`config.mk`:
```
export PLATFORM = sky130hd
export DESIGN_NAME = handheld_io_register_file
export DESIGN_NICKNAME = d
export VERILOG_FILES = /design/src/hw/rtl/hiop_pkg.sv /design/src/hw/rtl/hiop_palette.sv /design/src/hw/rtl/handheld_io_register_file.sv
export SDC_FILE = /design/constraint.sdc
export NUM_CORES = 2
export LEC_CHECK = 0
export ABC_AREA = 1
export BUFFER_PORTS_ARGS = -buffer_cell sky130_fd_sc_hd__clkbuf_2
export CORE_MARGIN = 5
export CORE_UTILIZATION = 55
export DETAILED_ROUTE_END_ITERATION = 10
export GPL_TIMING_DRIVEN = 0
export PLACE_DENSITY = 0.74
export SLEW_MARGIN = 30
export SYNTH_ARGS = -nofsm -noshare
export SYNTH_HDL_FRONTEND = slang
export SYNTH_SLANG_ARGS = --single-unit
```
`constraint.sdc`:
```
create_clock -name clk -period 3.7 [get_ports clk]
set_clock_uncertainty 0.05 [all_clocks]
set_input_delay 0.37 -clock clk [delete_from_list [all_inputs] [get_ports clk]]
set_output_delay 0.37 -clock clk [all_outputs]
set_load 0.05 [all_outputs]
```
`src/hw/rtl/hiop_pkg.sv`:
```
// Shared types, offsets and helpers for the handheld I/O register file.
package hiop_pkg;

    localparam int PALETTE_BYTES = 64;
    localparam int PAL_AW        = $clog2(PALETTE_BYTES);

    typedef enum logic [1:0] {
        CMD_READ    = 2'd0,
        CMD_WRITE   = 2'd1,
        CMD_BUTTONS = 2'd2,
        CMD_RAISE   = 2'd3
    } cmd_t;

    typedef struct packed {
        logic idx_we;
        logic data_we;
    } pal_ctl_t;

    localparam logic [6:0] OFF_P1   = 7'h00;
    localparam logic [6:0] OFF_SB   = 7'h01;
    localparam logic [6:0] OFF_SC   = 7'h02;
    localparam logic [6:0] OFF_IF   = 7'h0f;
    localparam logic [6:0] OFF_LCDC = 7'h40;
    localparam logic [6:0] OFF_STAT = 7'h41;
    localparam logic [6:0] OFF_SCY  = 7'h42;
    localparam logic [6:0] OFF_SCX  = 7'h43;
    localparam logic [6:0] OFF_LY   = 7'h44;
    localparam logic [6:0] OFF_DMA  = 7'h46;
    localparam logic [6:0] OFF_BGP  = 7'h47;
    localparam logic [6:0] OFF_OBP0 = 7'h48;
    localparam logic [6:0] OFF_OBP1 = 7'h49;
    localparam logic [6:0] OFF_WY   = 7'h4a;
    localparam logic [6:0] OFF_WX   = 7'h4b;
    localparam logic [6:0] OFF_KEY1 = 7'h4d;
    localparam logic [6:0] OFF_VBK  = 7'h4f;
    localparam logic [6:0] OFF_BOOT = 7'h50;
    localparam logic [6:0] OFF_HDMA1 = 7'h51;
    localparam logic [6:0] OFF_HDMA5 = 7'h55;
    localparam logic [6:0] OFF_RP   = 7'h56;
    localparam logic [6:0] OFF_BCPS = 7'h68;
    localparam logic [6:0] OFF_BCPD = 7'h69;
    localparam logic [6:0] OFF_OCPS = 7'h6a;
    localparam logic [6:0] OFF_OCPD = 7'h6b;
    localparam logic [6:0] OFF_OPRI = 7'h6c;
    localparam logic [6:0] OFF_SVBK = 7'h70;
    localparam logic [6:0] OFF_TIMER_LO = 7'h04;
    localparam logic [6:0] OFF_TIMER_HI = 7'h07;
    localparam logic [6:0] OFF_SOUND_LO = 7'h10;
    localparam logic [6:0] OFF_SOUND_HI = 7'h3f;

    localparam logic [4:0] SERIAL_IRQ = 5'b01000;

    function automatic logic left_out(input logic [6:0] off);
        logic lo;
        lo = 1'b0;
        if (off >= OFF_TIMER_LO && off <= OFF_TIMER_HI) lo = 1'b1;
        if (off >= OFF_SOUND_LO && off <= OFF_SOUND_HI) lo = 1'b1;
        if (off == OFF_LCDC || off == OFF_STAT) lo = 1'b1;
        if (off >= OFF_LY && off <= OFF_DMA) lo = 1'b1;
        if (off >= OFF_HDMA1 && off <= OFF_HDMA5) lo = 1'b1;
        return lo;
    endfunction

endpackage

```
`src/hw/rtl/hiop_palette.sv`:
```
// Colour palette store with auto-incrementing index and tracked read register.
module hiop_palette (
    input  logic              clk,
    input  logic              rst_n,
    input  hiop_pkg::pal_ctl_t ctl,
    input  logic [7:0]        wdata,
    output logic [7:0]        index,
    output logic [7:0]        rdata
);
    import hiop_pkg::*;

    logic [7:0]        mem [PALETTE_BYTES];
    logic [PALETTE_BYTES-1:0] valid_reg;
    logic [7:0]        idx_reg;
    logic [7:0]        idx_next;
    logic [7:0]        mem_q_reg;
    logic              rd_valid_reg;
    logic              hit_reg;
    logic [7:0]        wdata_reg;
    logic [PAL_AW-1:0] waddr;
    logic [PAL_AW-1:0] raddr;
    logic [PAL_AW-1:0] inc_addr;

    assign waddr    = idx_reg[PAL_AW-1:0];
    assign inc_addr = waddr + 1'b1;

    always_comb
    begin
        idx_next = idx_reg;
        if (ctl.idx_we)
            idx_next = wdata & 8'hbf;
        else if (ctl.data_we && idx_reg[7])
            idx_next = {1'b1, {(7-PAL_AW){1'b0}}, inc_addr};
    end

    assign raddr = idx_next[PAL_AW-1:0];

    always_ff @(posedge clk)
    begin
        if (ctl.data_we)
            mem[waddr] <= wdata;
        mem_q_reg <= mem[raddr];
        wdata_reg <= wdata;
    end

    always_ff @(posedge clk or negedge rst_n)
    begin
        if (!rst_n)
        begin
            idx_reg      <= '0;
            valid_reg    <= '0;
            rd_valid_reg <= 1'b0;
            hit_reg      <= 1'b0;
        end
        else
        begin
            idx_reg      <= idx_next;
            if (ctl.data_we)
                valid_reg[waddr] <= 1'b1;
            rd_valid_reg <= valid_reg[raddr];
            hit_reg      <= ctl.data_we && (waddr == raddr);
        end
    end

    assign index = idx_reg;
    assign rdata = hit_reg ? wdata_reg : (rd_valid_reg ? mem_q_reg : 8'h00);

`ifndef SYNTHESIS
    a_idx_bit6_clear: assert property (@(posedge clk) disable iff (!rst_n)
        idx_reg[6] == 1'b0)
        else $error("palette index bit 6 set");
    a_auto_inc: assert property (@(posedge clk) disable iff (!rst_n)
        ctl.data_we && !ctl.idx_we && idx_reg[7]
        |=> idx_reg[PAL_AW-1:0] == PAL_AW'($past(idx_reg[PAL_AW-1:0]) + 1'b1))
        else $error("palette index did not advance");
    a_write_visible: assert property (@(posedge clk) disable iff (!rst_n)
        ctl.data_we && !ctl.idx_we && !idx_reg[7] |=> rdata == $past(wdata))
        else $error("palette write not visible at index");
`endif

endmodule

```
`src/hw/rtl/handheld_io_register_file.sv`:
```
// Top level of the handheld I/O register file at offsets ff00-ff7f.
//
//  channel | handshake            | payload
//  --------+----------------------+------------------------------------------
//  in      | in_valid / in_ready  | command, reg_offset, value, fast_mode
//  out     | out_valid / out_ready| read_data, handled, serial_valid,
//          |                      | serial_byte, pending_interrupts,
//          |                      | boot_rom_mapped, vram_bank, wram_bank
//
// One transfer per cycle while the result side does not stall.
// The input register and result register part the two sides; palette data
// reads come from a register that tracks each store at its current index.
// Reset clears the control and state registers and palette valid bits at once, but not the data and result
// registers; BOOT starts mapped. A stalled result holds the input register; the input side stalls once both fill.
module handheld_io_register_file (
    input  logic       clk,
    input  logic       rst_n,
    input  logic       in_valid,
    output logic       in_ready,
    input  logic [1:0] command,
    input  logic [6:0] reg_offset,
    input  logic [7:0] value,
    input  logic       fast_mode,
    output logic       out_valid,
    input  logic       out_ready,
    output logic [7:0] read_data,
    output logic       handled,
    output logic       serial_valid,
    output logic [7:0] serial_byte,
    output logic [4:0] pending_interrupts,
    output logic       boot_rom_mapped,
    output logic       vram_bank,
    output logic [2:0] wram_bank
);
    import hiop_pkg::*;

    logic       in_valid_reg;
    logic [1:0] in_cmd_reg;
    logic [6:0] in_off_reg;
    logic [7:0] in_val_reg;
    logic       in_dspeed_reg;
    logic       proc;

    logic [1:0] key_select_reg, key_select_next;
    logic [7:0] button_reg, button_next;
    logic [7:0] sb_reg, sb_next;
    logic [7:0] sc_reg, sc_next;
    logic [4:0] if_reg, if_next;
    logic       key1_prep_reg, key1_prep_next;
    logic       vbk_reg, vbk_next;
    logic [2:0] svbk_reg, svbk_next;
    logic [7:0] ir_reg, ir_next;
    logic       boot_reg, boot_next;
    logic [7:0] opri_reg, opri_next;
    logic [7:0] disp_reg [7];
    logic [7:0] disp_next [7];

    logic       out_valid_reg;
    logic [7:0] read_data_reg, read_data_next;
    logic       handled_reg, handled_next;
    logic       serial_valid_reg, serial_valid_next;
    logic [7:0] serial_byte_reg, serial_byte_next;
    logic [4:0] pending_reg;
    logic       boot_out_reg;
    logic       vbk_out_reg;
    logic [2:0] svbk_out_reg;

    pal_ctl_t   bg_ctl, obj_ctl;
    logic [7:0] bg_index, bg_rdata, obj_index, obj_rdata;

    cmd_t       cmd;
    logic       lo;
    logic       is_wr;
    logic [3:0] lines;

    assign cmd      = cmd_t'(in_cmd_reg);
    assign lo       = left_out(in_off_reg);
    assign is_wr    = proc && (cmd == CMD_WRITE) && !lo;
    assign proc     = in_valid_reg && (!out_valid_reg || out_ready);
    assign in_ready = !in_valid_reg || proc;

    assign bg_ctl.idx_we   = is_wr && (in_off_reg == OFF_BCPS);
    assign bg_ctl.data_we  = is_wr && (in_off_reg == OFF_BCPD);
    assign obj_ctl.idx_we  = is_wr && (in_off_reg == OFF_OCPS);
    assign obj_ctl.data_we = is_wr && (in_off_reg == OFF_OCPD);

    hiop_palette u_bg_pal (
        .clk   (clk),
        .rst_n (rst_n),
        .ctl   (bg_ctl),
        .wdata (in_val_reg),
        .index (bg_index),
        .rdata (bg_rdata)
    );

    hiop_palette u_obj_pal (
        .clk   (clk),
        .rst_n (rst_n),
        .ctl   (obj_ctl),
        .wdata (in_val_reg),
        .index (obj_index),
        .rdata (obj_rdata)
    );

    always_comb
    begin
        lines = 4'hf;
        if (!key_select_reg[0])
            lines = lines & ~button_reg[7:4];
        if (!key_select_reg[1])
            lines = lines & ~button_reg[3:0];
    end

    always_comb
    begin
        key_select_next   = key_select_reg;
        button_next       = button_reg;
        sb_next           = sb_reg;
        sc_next           = sc_reg;
        if_next           = if_reg;
        key1_prep_next    = key1_prep_reg;
        vbk_next          = vbk_reg;
        svbk_next         = svbk_reg;
        ir_next           = ir_reg;
        boot_next         = boot_reg;
        opri_next         = opri_reg;
        for (int i = 0; i < 7; i++)
            disp_next[i] = disp_reg[i];
        read_data_next    = 8'h00;
        handled_next      = 1'b1;
        serial_valid_next = 1'b0;
        serial_byte_next  = 8'h00;

        case (cmd)
            CMD_READ:
            begin
                if (lo)
                    handled_next = 1'b0;
                else
                begin
                    case (in_off_reg)
                        OFF_P1:   read_data_next = {2'b11, key_select_reg, lines};
                        OFF_SB:   read_data_next = sb_reg;
                        OFF_SC:   read_data_next = sc_reg | 8'h7c;
                        OFF_IF:   read_data_next = {3'b111, if_reg};
                        OFF_SCY:  read_data_next = disp_reg[0];
                        OFF_SCX:  read_data_next = disp_reg[1];
                        OFF_BGP:  read_data_next = disp_reg[2];
                        OFF_OBP0: read_data_next = disp_reg[3];
                        OFF_OBP1: read_data_next = disp_reg[4];
                        OFF_WY:   read_data_next = disp_reg[5];
                        OFF_WX:   read_data_next = disp_reg[6];
                        OFF_KEY1: read_data_next = {in_dspeed_reg, 6'h3f, key1_prep_reg};
                        OFF_VBK:  read_data_next = {7'h7f, vbk_reg};
                        OFF_RP:   read_data_next = 8'h3e | (ir_reg & 8'hc1);
                        OFF_BCPS: read_data_next = bg_index | 8'h40;
                        OFF_BCPD: read_data_next = bg_rdata;
                        OFF_OCPS: read_data_next = obj_index | 8'h40;
                        OFF_OCPD: read_data_next = obj_rdata;
                        OFF_OPRI: read_data_next = opri_reg | 8'hfe;
                        OFF_SVBK: read_data_next = {5'h1f, svbk_reg};
                        default:  read_data_next = 8'hff;
                    endcase
                end
            end
            CMD_WRITE:
            begin
                if (lo)
                    handled_next = 1'b0;
                else
                begin
                    case (in_off_reg)
                        OFF_P1:   key_select_next = in_val_reg[5:4];
                        OFF_SB:   sb_next = in_val_reg;
                        OFF_SC:
                        begin
                            sc_next = in_val_reg & 8'h83;
                            if (in_val_reg[7] && in_val_reg[0])
                            begin
                                serial_valid_next = 1'b1;
                                serial_byte_next  = sb_reg;
                                sb_next           = 8'hff;
                                sc_next[7]        = 1'b0;
                                if_next           = if_reg | SERIAL_IRQ;
                            end
                        end
                        OFF_IF:   if_next = in_val_reg[4:0];
                        OFF_SCY:  disp_next[0] = in_val_reg;
                        OFF_SCX:  disp_next[1] = in_val_reg;
                        OFF_BGP:  disp_next[2] = in_val_reg;
                        OFF_OBP0: disp_next[3] = in_val_reg;
                        OFF_OBP1: disp_next[4] = in_val_reg;
                        OFF_WY:   disp_next[5] = in_val_reg;
                        OFF_WX:   disp_next[6] = in_val_reg;
                        OFF_KEY1: key1_prep_next = in_val_reg[0];
                        OFF_VBK:  vbk_next = in_val_reg[0];
                        OFF_BOOT:
                        begin
                            if (in_val_reg[0])
                                boot_next = 1'b0;
                        end
                        OFF_RP:   ir_next = in_val_reg;
                        OFF_OPRI: opri_next = in_val_reg;
                        OFF_SVBK: svbk_next = in_val_reg[2:0];
                        default:  ;
                    endcase
                end
            end
            CMD_BUTTONS: button_next = in_val_reg;
            CMD_RAISE:   if_next = if_reg | in_val_reg[4:0];
            default:     ;
        endcase
    end

    always_ff @(posedge clk)
    begin
        if (in_valid && in_ready)
        begin
            in_cmd_reg    <= command;
            in_off_reg    <= reg_offset;
            in_val_reg    <= value;
            in_dspeed_reg <= fast_mode;
        end
        if (proc)
        begin
            read_data_reg    <= read_data_next;
            handled_reg      <= handled_next;
            serial_valid_reg <= serial_valid_next;
            serial_byte_reg  <= serial_byte_next;
            pending_reg      <= if_next;
            boot_out_reg     <= boot_next;
            vbk_out_reg      <= vbk_next;
            svbk_out_reg     <= svbk_next;
        end
    end

    always_ff @(posedge clk or negedge rst_n)
    begin
        if (!rst_n)
        begin
            in_valid_reg    <= 1'b0;
            out_valid_reg   <= 1'b0;
            key_select_reg  <= '0;
            button_reg      <= '0;
            sb_reg          <= '0;
            sc_reg          <= '0;
            if_reg          <= '0;
            key1_prep_reg   <= 1'b0;
            vbk_reg         <= 1'b0;
            svbk_reg        <= '0;
            ir_reg          <= '0;
            boot_reg        <= 1'b1;
            opri_reg        <= '0;
            for (int i = 0; i < 7; i++)
                disp_reg[i] <= '0;
        end
        else
        begin
            if (in_ready)
                in_valid_reg <= in_valid;
            if (proc)
                out_valid_reg <= 1'b1;
            else if (out_ready)
                out_valid_reg <= 1'b0;
            if (proc)
            begin
                key_select_reg  <= key_select_next;
                button_reg      <= button_next;
                sb_reg          <= sb_next;
                sc_reg          <= sc_next;
                if_reg          <= if_next;
                key1_prep_reg   <= key1_prep_next;
                vbk_reg         <= vbk_next;
                svbk_reg        <= svbk_next;
                ir_reg          <= ir_next;
                boot_reg        <= boot_next;
                opri_reg        <= opri_next;
                for (int i = 0; i < 7; i++)
                    disp_reg[i] <= disp_next[i];
            end
        end
    end

    assign out_valid          = out_valid_reg;
    assign read_data          = read_data_reg;
    assign handled            = handled_reg;
    assign serial_valid       = serial_valid_reg;
    assign serial_byte        = serial_byte_reg;
    assign pending_interrupts = pending_reg;
    assign boot_rom_mapped    = boot_out_reg;
    assign vram_bank          = vbk_out_reg;
    assign wram_bank          = svbk_out_reg;

`ifndef SYNTHESIS
    a_serial_irq: assert property (@(posedge clk) disable iff (!rst_n)
        out_valid && serial_valid |-> pending_interrupts[3])
        else $error("serial transfer without interrupt flag");
    a_unhandled_quiet: assert property (@(posedge clk) disable iff (!rst_n)
        out_valid && !handled |-> read_data == 8'h00 && !serial_valid)
        else $error("unhandled offset produced data");
    a_boot_sticky: assert property (@(posedge clk) disable iff (!rst_n)
        !boot_reg |=> !boot_reg)
        else $error("boot ROM remapped");
    a_state_hold: assert property (@(posedge clk) disable iff (!rst_n)
        !proc |=> $stable(if_reg) && $stable(sb_reg))
        else $error("state changed without a transfer");
`endif

endmodule

```
==> metrics.md <==
| Metric | Value |
|---|---|
| Outcome | complete, but fails checks |
| Failing checks | negative setup slack |
| Hold Vio Cnt, Final | 0 |
| Worst path max stage delay | 0.50 ns |
| Initial DRC Count | 7691 |
| Nets@finish | 6354 |
| Vias in the first global route | 44200 |
| Pwr dens | 485 mW/mm² |
| Initial Util | 55.6% |
| Register area share after synthesis | 64.7% |
| Tmin final | 3.79 ns |
| CORE AREA | 0.107 mm² |
| Final TNS setup | -0.956 ns |
| Synth Cell Area | 0.0597 mm² |
| Slowest-stage cell, CP | edfxtp_1 |
| Die area | 0.115 mm² |
| Clock sink count | 1334 |
| Post-Syn Instances | 6004 |
| Mean post-synth cell area | 9.94 µm² |
| Distinct cell type count after synthesis | 53 |
| Pleak | 0.0294 µW |
| Worst path arrival time | 4.42 ns |
| RePlAce Congestion | 0.983 |
| Worst Path Max Fanout | 10 |
| Achievable Freq | 264 MHz |
| Max rail drop VDD | 0.000363 V |
| Post-synth ARST share | 18.0% |
| Fill cell count | 8185 |
| Reg clk slew, reported paths | 0.06 ns |
| Clk_lat worst skew | 0.77 ns |
| Warnings from Yosys | 0 |
| Share of the clock period used by the worst path | 103% |
| Critical path buffers and inverters | 5 |
| Register area | 0.0386 mm² |
| H-tree Lvls | 4 |
| Layout area overhead | 16.8% |
| Routed wire length per instance | 24.5 µm |
| Worst hold path class | primary input to async pin |
| Worst setup EP type | flip-flop |
| Final Core Density | 64.9% |
| First-pass GRT wire length | 279000 µm |
| Final setup fails | 28 |
| Via count | 47400 |
| Pin count of the biggest net entering global routing | 70 |
| Row count | 120 |
| Inst Count DP | 7539 |
| Dpl hpwl | 133000 µm |
| Die W | 339 µm |
| Global Route Usage Sum | 32.2% |
| Max-cap viol count | 0 |
| CP Cell Sequence | nor2_4, nand2_4, nand2_1, nand2_1, nand2_1, nand2_2, nand4_4, buf_6, buf_6, nor2_4, buf_4, nand2_1, nand3_4, buf_2, buf_4, nand3_1, nand3_1, nand3_1, nand3_1, nand3_1, nand2_1 |
| Share of cells above drive strength 1 | 13.8% |
| WHS | 0.0596 ns |
| Main synth FF type | edfxtp_1 |
| Antenna viol nets, final | 0 |
| Clock buffer depth | 3 |
| Critical Path RT | 4.32 ns |
| Die height | 339 µm |
| Initial antenna violation count | 3 |
| CTS tree | yes |
| Crit Path Class | flip-flop to flip-flop |
| Via density | 6.05 |
| Post-place setup slack | -0.557 ns |
| IO Pins | 52 |
| Post-synthesis register bit count | 1334 |
| Grt ovf | 0 |
| RSZ-0062 raised after global routing | true |
| Post-route insts no fill | 7848 |
| Pins over their slew limit | 0 |
| Remaining DRCs | 0 |
| Top flop regs | u_bg_pal.mem: 512 flops, u_obj_pal.mem: 512 flops |
| Post-synth EDFFs | 1070 |
| Synthesized Nets | 6028 |
| DRT Pass-1 Iters | 8 |
| Area of the multi-input gates | 0.0162 mm² |
| Worst-Margin Slew | 1.20 ns |
| CTS buffer count | 139 |
| Port buffer count | 51 |
| Worst Setup Slack, final | -0.0947 ns |
| Clock Tree Root | clkbuf_16 |
| CP delay by family, top | simple AND/OR/NAND/NOR gates |
| Crit start category | flip-flop |
| Rel. slew slack | 19.8% |
| Drt total wl | 192000 µm |
[cell usage in the layout (no fill, tap or decap), drive strengths merged, types with 6 or more instances in the layout]
master / count
nor3: 26
nand3b: 65
dfxtp: 24
o21ai: 241
nand4: 255
clkbuf: 412
buf: 292
nand3: 1121
edfxtp: 1070
a31oi: 11
xor2: 6
nor4: 6
clkinv: 51
nand2: 1184
a21oi: 31
bufinv: 15
inv: 1090
o211ai: 15
a22o: 7
nor2: 208
dlygate4sd3: 23
dfrtp: 239
a221oi: 9
o2111ai: 7
[logic make-up (layout without fill, tap and decap cells)]
family / after synthesis / in the layout / share of synthesized area, %
compound gates: 349 / 349 / 3.35
simple gates: 2867 / 2867 / 22.1
xor+xnor: 7 / 7 / 0.103
buf+inv: 1445 / 1885 / 9.62
fa+ha+maj: 2 / 2 / 0.0419
flops: 1334 / 1334 / 64.7
other cells: 0 / 1 / 0
[report_power, final]
group | internal (µW) | total [µW] | switching, µW
Sequential | 16500 | 16600 | 117
Clock | 8520 | 14400 | 5880
Combinational | 767 | 2770 | 2000
Total | 25800 | 33800 | 8010
[repair_timing]
item                                   4_1_cts  5_1_grt
buffers inserted                            18       11
gates resized for setup                    213      458
setup endpoints to repair                  701      635
hold buffers                                23        0
cloned                                       0        2
endpoints found under the hold margin      117        0
pin swaps                                    6       14
[through the flow]
| stage | total power (µW) | area [µm²] |
|---|---|---|
| floorplan | 18200 | 59700 |
| global placement | 19200 | 61700 |
| detailed placement | 19400 | 62800 |
| CTS | 33600 | 68400 |
| global route | 34500 | 69700 |
| finish | 33800 | 69700 |
[layer usage]
| layer | vias up | track usage, % | routed length, µm |
|---|---|---|---|
| met5 | - | 0 | 13 |
| met4 | 2 | 14.7 | 9480 |
| met3 | 626 | 8.62 | 26500 |
| met2 | 3602 | 48.3 | 84800 |
| met1 | 22500 | 44.5 | 71700 |
| li1 | 20800 | - | - |
[area by class of cell]
class,instances,area share [%]
Multi-Input combinational cell,3225,23.2
Sequential cell,1334,55.4
Timing Repair Buffer,186,2.77
Clock inverter,64,1.03
Antenna cell,1,0.00359
Inverter,1094,5.93
Tap cell,1403,2.52
Clock buffer,191,5.66
Buffer,350,3.48
[synthesized netlist by cell type, types with 7 or more instances]
| master | n | area (µm²) |
|---|---|---|
| clkbuf_1 | 132 | 495 |
| o21ai_0 | 233 | 1170 |
| inv_1 | 1071 | 4020 |
| a31oi_1 | 11 | 68.8 |
| nand2_1 | 1178 | 4420 |
| o211ai_1 | 13 | 97.6 |
| inv_2 | 13 | 48.8 |
| a22o_1 | 7 | 61.3 |
| nor2_1 | 198 | 743 |
| nand3_1 | 1119 | 5600 |
| a221oi_1 | 9 | 78.8 |
| edfxtp_1 | 1070 | 32100 |
| o2111ai_1 | 7 | 61.3 |
| buf_2 | 162 | 811 |
| nand4_1 | 254 | 1590 |
| buf_1 | 31 | 116 |
| dfxtp_1 | 24 | 480 |
| a21oi_1 | 31 | 155 |
| nand3b_1 | 65 | 488 |
| dfrtp_1 | 239 | 5980 |
| clkinv_1 | 8 | 30.0 |
| nor3_1 | 26 | 130 |
| buf_4 | 23 | 173 |
[worst paths after layout]
| kind | start | end | slack [ns] | depth (start not counted) |
|---|---|---|---|---|
| setup / recovery | in_off_reg[4] | u_obj_pal.mem_q_reg[2] | -0.09 | 21 |
| hold / removal | rst_n | u_bg_pal.valid_reg[9] | 0.06 | 2 |
| setup reg to reg | in_off_reg[4] | u_obj_pal.mem_q_reg[2] | -0.09 | 21 |
| hold reg to reg | u_obj_pal.valid_reg[1] | u_obj_pal.valid_reg[1] | 0.41 | 2 |
| max in group asynchronous | rst_n | disp_reg[33] | 2.20 | 5 |
| min in group clk | out_ready | out_valid | 0.09 | 5 |
[worst register-to-register path: stages (launching register included)]
cell and delay (ns):
edfxtp_1 0.50, nor2_4 0.09, nand2_4 0.12, nand2_1 0.07
nand2_1 0.05, nand2_1 0.06, nand2_2 0.09, nand4_4 0.18
buf_6 0.18, buf_6 0.12, nor2_4 0.23, buf_4 0.18
nand2_1 0.11, nand3_4 0.15, buf_2 0.23, buf_4 0.30
nand3_1 0.19, nand3_1 0.14, nand3_1 0.14, nand3_1 0.20
nand3_1 0.15, nand2_1 0.19
Note: power is estimated with default switching activity, not from simulation.
